`src/rtl/core/glmf_pkg.sv`:
```
`timescale 1ns / 1ps

package glmf_pkg;

  // grid geometry and value format
  localparam int MAX_COLS   = 1024;
  localparam int MAX_ROWS   = 4096;
  localparam int VALUE_BITS = 16;
  localparam int COL_W      = $clog2(MAX_COLS);
  localparam int ROW_W      = $clog2(MAX_ROWS);

  // configuration register widths and indexes
  localparam int ROWS_CFG_W = 13;
  localparam int COLS_CFG_W = 11;
  localparam int CFG_W      = 13;
  localparam int CFG_IDX_W  = 1;
  localparam logic [CFG_IDX_W-1:0] REG_GRID_ROWS = 1'd0;
  localparam logic [CFG_IDX_W-1:0] REG_GRID_COLS = 1'd1;

  // reports per input and result queue
  localparam int REP_N    = 3;
  localparam int OQ_DEPTH = 8;
  localparam int OQ_PTR_W = $clog2(OQ_DEPTH);
  localparam int OQ_CNT_W = $clog2(OQ_DEPTH + 1);

  typedef logic signed [VALUE_BITS-1:0] value_t;

  // one accepted grid cell with its position flags
  typedef struct packed {
    logic [ROW_W-1:0] row;
    logic [COL_W-1:0] col;
    logic [COL_W-1:0] ncol;
    value_t           value;
    logic             last_row;
    logic             last_col;
  } item_t;

  // one peak report
  typedef struct packed {
    logic             vld;
    logic [ROW_W-1:0] row;
    logic [COL_W-1:0] col;
    logic             last;
  } report_t;

endpackage

```
`src/rtl/core/glmf_window.sv`:
```
`timescale 1ns / 1ps

module glmf_window
  import glmf_pkg::*;
(
  input  logic                    clk,
  input  logic                    rst_n,
  input  logic                    acc,
  input  item_t                   item,
  input  value_t                  prev_rdata,
  input  value_t                  older_rdata,
  output logic                    busy,
  output logic                    prev_we,
  output logic [COL_W-1:0]        prev_waddr,
  output value_t                  prev_wdata,
  output logic                    older_we,
  output logic [COL_W-1:0]        older_waddr,
  output value_t                  older_wdata,
  output report_t [REP_N-1:0]     reps
);

  logic   s1_vld_r;
  item_t  s1_r;
  logic   fwd_p_r, fwd_o_r, self_r;
  value_t fwdp_data_r, fwdo_data_r;
  value_t above_r, l0_r, l1_r, l2_r;

  value_t right, older;
  logic   pk_a, pk_b, pk_c;
  logic   row_ge1, row_ge2, col_ge1, col_ge2;

  // stage register: item waits here for the line store reads
  always_ff @(posedge clk) begin
    if (!rst_n) begin
      s1_vld_r <= 1'b0;
    end else begin
      s1_vld_r <= acc;
    end
  end

  always_ff @(posedge clk) begin
    if (acc) begin
      s1_r        <= item;
      self_r      <= (item.ncol == item.col);
      fwd_p_r     <= s1_vld_r && (s1_r.col == item.ncol);
      fwd_o_r     <= s1_vld_r && (s1_r.col == item.col);
      fwdp_data_r <= s1_r.value;
      fwdo_data_r <= above_r;
    end
  end

  // neighbor registers, advanced as each item finishes
  always_ff @(posedge clk) begin
    if (!rst_n) begin
      above_r <= '0;
      l0_r    <= '0;
      l1_r    <= '0;
      l2_r    <= '0;
    end else if (s1_vld_r) begin
      above_r <= right;
      l0_r    <= above_r;
      l1_r    <= s1_r.value;
      l2_r    <= l1_r;
    end
  end

  // forwarding over writes landing in the same cycle as the read
  always_comb begin
    if (self_r) begin
      right = s1_r.value;
    end else if (fwd_p_r) begin
      right = fwdp_data_r;
    end else begin
      right = prev_rdata;
    end
    older = fwd_o_r ? fwdo_data_r : older_rdata;
  end

  assign row_ge1 = (s1_r.row != '0);
  assign row_ge2 = (s1_r.row > ROW_W'(1));
  assign col_ge1 = (s1_r.col != '0);
  assign col_ge2 = (s1_r.col > COL_W'(1));

  // peak decisions: row above here, last row one back, last cell of grid
  always_comb begin
    pk_a = s1_vld_r && row_ge1 && (above_r >= s1_r.value)
        && (!row_ge2 || (above_r >= older))
        && (!col_ge1 || (above_r >= l0_r))
        && (s1_r.last_col || (above_r >= right));
    pk_b = s1_vld_r && s1_r.last_row && col_ge1 && (l1_r >= s1_r.value)
        && (!col_ge2 || (l1_r >= l2_r))
        && (!row_ge1 || (l1_r >= l0_r));
    pk_c = s1_vld_r && s1_r.last_row && s1_r.last_col
        && (!col_ge1 || (s1_r.value >= l1_r))
        && (!row_ge1 || (s1_r.value >= above_r));
  end

  // report set in emission order
  always_comb begin
    reps[0].vld  = pk_a;
    reps[0].row  = s1_r.row - ROW_W'(1);
    reps[0].col  = s1_r.col;
    reps[0].last = !pk_b && !pk_c;
    reps[1].vld  = pk_b;
    reps[1].row  = s1_r.row;
    reps[1].col  = s1_r.col - COL_W'(1);
    reps[1].last = !pk_c;
    reps[2].vld  = pk_c;
    reps[2].row  = s1_r.row;
    reps[2].col  = s1_r.col;
    reps[2].last = 1'b1;
  end

  // line store write-back: shift the column down one line
  assign prev_we     = s1_vld_r;
  assign prev_waddr  = s1_r.col;
  assign prev_wdata  = s1_r.value;
  assign older_we    = s1_vld_r;
  assign older_waddr = s1_r.col;
  assign older_wdata = above_r;
  assign busy        = s1_vld_r;

endmodule

```
`config.mk`:
```
export PLATFORM = sky130hd
export DESIGN_NAME = glmf_window
export DESIGN_NICKNAME = d
export VERILOG_FILES = /design/src/rtl/core/glmf_pkg.sv /design/src/rtl/core/glmf_window.sv
export SDC_FILE = /design/constraint.sdc
export NUM_CORES = 1
export LEC_CHECK = 0
export BUFFER_PORTS_ARGS = -buffer_cell sky130_fd_sc_hd__buf_2
export CORE_AREA = 3 3 168 170
export DETAILED_ROUTE_END_ITERATION = 12
export DIE_AREA = 0 0 171 173
export PLACE_DENSITY = 0.57
export REMOVE_ABC_BUFFERS = 1
export SETUP_SLACK_MARGIN = 0.05
export SLEW_MARGIN = 25
export SYNTH_ARGS = -nofsm -noshare
export SYNTH_HDL_FRONTEND = slang
export SYNTH_SLANG_ARGS = --single-unit
export TNS_END_PERCENT = 10
```
`constraint.sdc`:
```
create_clock -name clk -period 4.7 [get_ports clk]
set_clock_uncertainty 0.05 [all_clocks]
set_input_delay 0.47 -clock clk [delete_from_list [all_inputs] [get_ports clk]]
set_output_delay 0.47 -clock clk [all_outputs]
set_load 0.01 [all_outputs]
```
# Word-level counts from Yosys, hierarchy flattened
# Index checks and enable logic that the tools add are counted.
dict set report op_classes {
  add_sub_neg 2
  reduce_logical 31
  magnitude_cmp 11
  mux 3
  eq_ne 3
}
# op count
set ops {}
lappend ops {{$ge A16 B16 Y1} 9}
lappend ops {{$mux W16} 3}
lappend ops {{$eq A10 B10 Y1} 3}
lappend ops {{$logic_and A1 B1 Y1} 16}
lappend ops {{$gt A12 B1 Y1 const B} 1}
lappend ops {{$reduce_bool A12 Y1} 1}
lappend ops {{$sub A12 B1 Y12 const B} 1}
lappend ops {{$gt A10 B1 Y1 const B} 1}
lappend ops {{$reduce_bool A10 Y1} 1}
lappend ops {{$sub A10 B1 Y10 const B} 1}
lappend ops {{$logic_or A1 B1 Y1} 7}
lappend ops {{$logic_not A1 Y1} 6}
dict set report totals {
  register_bits 140
  wordCells 65
  output_inout_bits 127
  inputBits 85
}

# Logic depth before layout (Yosys ltp)
dict set report logic_depth {
  word_depth 7
  mapped_depth 14
}

# Worst setup path after synthesis
# No wires, ideal clock.
dict set report synth_timing {
  kind {register -> output}
  start {reg fwd_p_r}
  end {out reps[23] in the netlist's numbering}
  path_stages_with_launch 15
  slack_ns 1.093
  arrival_time_ns 3.087
  required_time_ns 4.180
  n_path_buf 3
  path_cell_list {edfxtp_1 clkbuf_1 buf_2 mux2i_1 nor2_1 a21oi_1 ha_1 a211o_1 a21oi_1 nor3_1 nor4_1 mux2_1 a211oi_1 nor4_2 buf_4}
}
dict set report synth_between {
  elab_chain_len 5
}
# item line_no
set synth_lines {}
lappend synth_lines {{start: declaration} glmf_window.sv:24} ;# logic fwd_p_r, fwd_o_r, self_r;
lappend synth_lines {{start signal: assignment} glmf_window.sv:45} ;# fwd_p_r <= s1_vld_r && (s1_r.col == item.ncol);
lappend synth_lines {{$mux W16} glmf_window.sv:71} ;# end else if (fwd_p_r) begin
lappend synth_lines {{$mux W16} glmf_window.sv:69} ;# if (self_r) begin
lappend synth_lines {{$ge A16 B16 Y1} glmf_window.sv:89} ;# && (s1_r.last_col || (above_r >= right));
lappend synth_lines {{$logic_or A1 B1 Y1} glmf_window.sv:89}
lappend synth_lines {{$logic_and A1 B1 Y1} glmf_window.sv:89}
lappend synth_lines {{end: declaration} glmf_window.sv:19} ;# output report_t [REP_N-1:0] reps
# No other way between the ends.

==> results.txt <==
After detailed routing, the number of vias per cell comes to 4.93. Yosys attributes the largest share of cell area to edfxtp_1 (24%), ha_1 (15%), dfxtp_1 (14%). Counting instances in the post-synthesis netlist gives the leading cell types as ha_1 (116), buf_4 (86), mux2i_1 (84), edfxtp_1 (75), inv_1 (73).

The logs give 0 for the number of antenna violations at the first check in global routing and 3670 ps for the data arrival time of the critical path. Across all register-to-register paths, the minimum setup slack is 2670 ps. The count of unique library cells instantiated by Yosys is 57. Across all layers, the routed design uses 6853 vias. The count of maximum capacitance violations came out at 0. Setup violations remaining at the end of the flow were counted as 0. The number of enable-type register cells in the synthesized netlist came out at 75. Setup repair after global routing left no endpoint under its margin.

Post-CTS repair changed the size of 0 cells. The logs give 0 for the number of max-slew violations in the final report and 40.3% for the final cell utilization of the core. The logs give 915 for the instance count of the mapped netlist and 1070 ps for the placement-stage worst setup slack. Counting both buffers and inverters, the worst setup path holds a total of 2. The logs give 60 for the number of rows in the core area and 0 ps for the total negative slack for setup checks. The critical path is of the flop to output pin type.

The tools report the area inside the core boundary as 0.0269 mm^2. Of the post-synthesis cell area, the dominant cell type holds 24.0%. Among cell families on the critical path, the largest total delay comes from simple AND/OR/NAND/NOR gates. For hold timing, the worst endpoint is reps[41]. The tools report the I/O pin total as 212. The critical path goes through buf_4 > mux2i_1 > nor2_1 > a21oi_1 > ha_1 > nand4_1 > nor3_1 > a21boi_1 > nor4_1 > mux2_1 > a211oi_1 > nor4_2 > buf_2. The worst IR drop on VDD was 211 uV.

The flow ran to the end, and the final reports show no timing, DRC or antenna violations. Dividing total power by cell area gives a power density of 341 mW/mm^2. In the synthesized netlist the async set-or-reset flop fraction comes to 0%. Top flip-flop cell by instance count after synthesis: edfxtp_1. The logs give 4 for the depth of the CTS H-tree and 18400 um for the HPWL reported at the end of detailed placement. Summed over all cells, the static leakage comes to 4.57 nW. The tools report the category of the worst setup path capture point as an output pin. For the highest clock frequency the design can meet, the log shows 239 MHz. Setup slack closes at 513 ps. Total power for the finished layout comes to 0.00369 W.

The fraction of the cycle the final worst path needs is 89.1%, and the proportion of layout cells with a drive suffix above 1 is 25.8%. For this run the aggregate overflow at the end of global routing stands at 0. Number of flip-flops and latches in the synthesized netlist: 140. Buffers placed on the I/O ports in this run total 210.

For the number of sinks on the clock net, the log shows 140. Headroom to the max-slew limit came out at 48.8%. The library cell used as clock root buffer is clkbuf_16.

For this configuration, the core starts out at a cell density of 34.9%. The worst register-to-register path begins at busy. For this run, the total global-route usage over all layers was measured as 16.6%.

TritonCTS built the clock tree. From bottom edge to top edge, the die measures 173 um. For the number of global-route vias before repair, the log shows 6839.

The first-iteration detailed-routing DRC count was 355; the number of cells on the worst hold path was 1. In the routed design, unresolved DRC markers number 0. The critical path data required time came out at 4180 ps.

Clock-pin slew was measured on the worst setup and hold paths at 70 ps. The longest clock path from root to sink contains 2 buffers. The reg-to-reg endpoint is older_wdata[6]. The largest individual stage delay along the critical path comes from the cell edfxtp_1. The mean routed wirelength per cell came out at 17.7 um. The number of setup buffers added after CTS is 0.

The number of nets in the layout was 1236. The clock period minus final worst setup slack works out to 4190 ps. The number of hold-slack violations in the final timing report was 0; the routability-driven placement congestion ratio was 0.853. The tools report the number of warnings issued by yosys as 0. A synthesized cell averages 10.3 um^2.

The first TritonRoute pass finished after 5 iterations. The path class of the tightest hold or removal check is primary input to flop. The tools report the first-pass GRT wire length as 38000 um. The total wire length is 24600 um, and the later-pin clock latency in the skew report is 430 ps. The highest cell delay on the worst timing path is 580 ps.

The remaining number of nets flagged by the antenna check after routing was 0; the transition time at the pin with the least slew margin was 768 ps. The number of cells on the worst reg-to-reg path is 3. The floorplan step set the die width to 171 um. Startpoint of the tightest hold check path: item[44]. Clock tree synthesis inserted a total of 17 buffers. The cell area after synthesis is 0.00939 mm^2. For the post-cts hold buffer count, the log shows 0. STA classifies the critical path startpoint as a flop. The dominant cell by count in the synthesized netlist is ha_1. The repair_antennas step left the layout with diodes totalling 0. In this run the worst path has a maximum fanout of 10. The share of the Yosys chip area taken by registers is 37.8%. Entering global routing, the biggest net connects 77 pins. edfxtp_1 takes more of the synthesized area than any other cell.

Relative to the synthesized area, the layout overhead comes to 15.2%. The die covers 0.0296 mm^2.
-- state kept, by name, indices dropped and copies added (netlist names), 10 cells and up --
signal / count
reps: 12
older_wdata: 16
l2_r: 16
older_waddr: 10
l0_r: 16
prev_wdata: 16
fwdp_data_r: 16
l1_r: 16
fwdo_data_r: 16
-- worst max-delay path by stage --
stage / from / endpoint / slack, ps / depth (start not counted)
floorplan: busy / reps[0] / 830 / 3
global placement: fwd_p_r / reps[23] / 1130 / 13
detailed placement: fwd_p_r / reps[23] / 1070 / 13
CTS: fwd_p_r / reps[23] / 590 / 13
global route: fwd_p_r / reps[23] / 230 / 13
finish: fwd_p_r / reps[23] / 510 / 13
-- layer usage --
layer	vias up	share of wire, %	global-route usage [%]
li1	3387	-	-
met1	3264	44	21.3
met2	184	49	28.4
met3	18	6.1	3.98
met4	0	0.93	3.59
met5	-	0	0
-- logic make-up (layout without fill, tap and decap cells) --
family | count (synthesis) | in the layout | synth area share (%)
simple gates | 212 | 212 | 12.6
buf+inv | 187 | 320 | 11.0
flops | 140 | 140 | 37.8
fa+ha+maj | 116 | 116 | 15.5
compound gates | 110 | 110 | 7.53
mux | 102 | 102 | 11.1
xor+xnor | 47 | 47 | 4.38
other cells | 1 | 1 | 0.0399
-- cell type report --
| class | count | area (um^2) |
|---|---|---|
| flip-flops and latches | 140 | 3560 |
| fillers | 2710 | 16100 |
| clock buffers | 20 | 458 |
| inverters | 74 | 278 |
| multi-input cells | 588 | 4800 |
| clock inverters | 12 | 206 |
| repair buffers | 214 | 1090 |
| well taps | 341 | 427 |
-- where the power goes --
part	internal, W	switching [W]
clock	0.000981	0.000568
combinational	0.000303	0.000356
sequential	0.00137	0.000113
total	0.00265	0.00104
-- cells in the final DEF, fill, tap and decap left out, drive strengths merged, types with 3 or more instances in the layout --
| cell | count |
|---|---|
| o31ai | 3 |
| buf | 214 |
| a21o | 11 |
| inv | 77 |
| nor3 | 14 |
| mux2 | 18 |
| edfxtp | 75 |
| a21oi | 50 |
| nor2b | 69 |
| xor2 | 13 |
| nand2 | 33 |
| clkbuf | 20 |
| clkinv | 3 |
| o211ai | 6 |
| or4 | 3 |
| nor4 | 9 |
| xnor2 | 34 |
| dfxtp | 65 |
| bufinv | 5 |
| a211oi | 10 |
| mux2i | 84 |
| ha | 116 |
| nand4 | 24 |
| o21ai | 13 |
| nand3 | 12 |
| and4 | 6 |
| nor2 | 33 |
| a211o | 3 |
-- metrics by stage --
stage	std cells	hold WS, ps	cell area, um^2
2_1_floorplan	802	433	8630
3_3_place_gp	1357	446	10100
3_5_place_dp	1357	453	10100
4_1_cts	1389	141	10800
5_1_grt	1389	136	10800
6_report	1389	162	10800
Power figures use the tool's default switching activity.
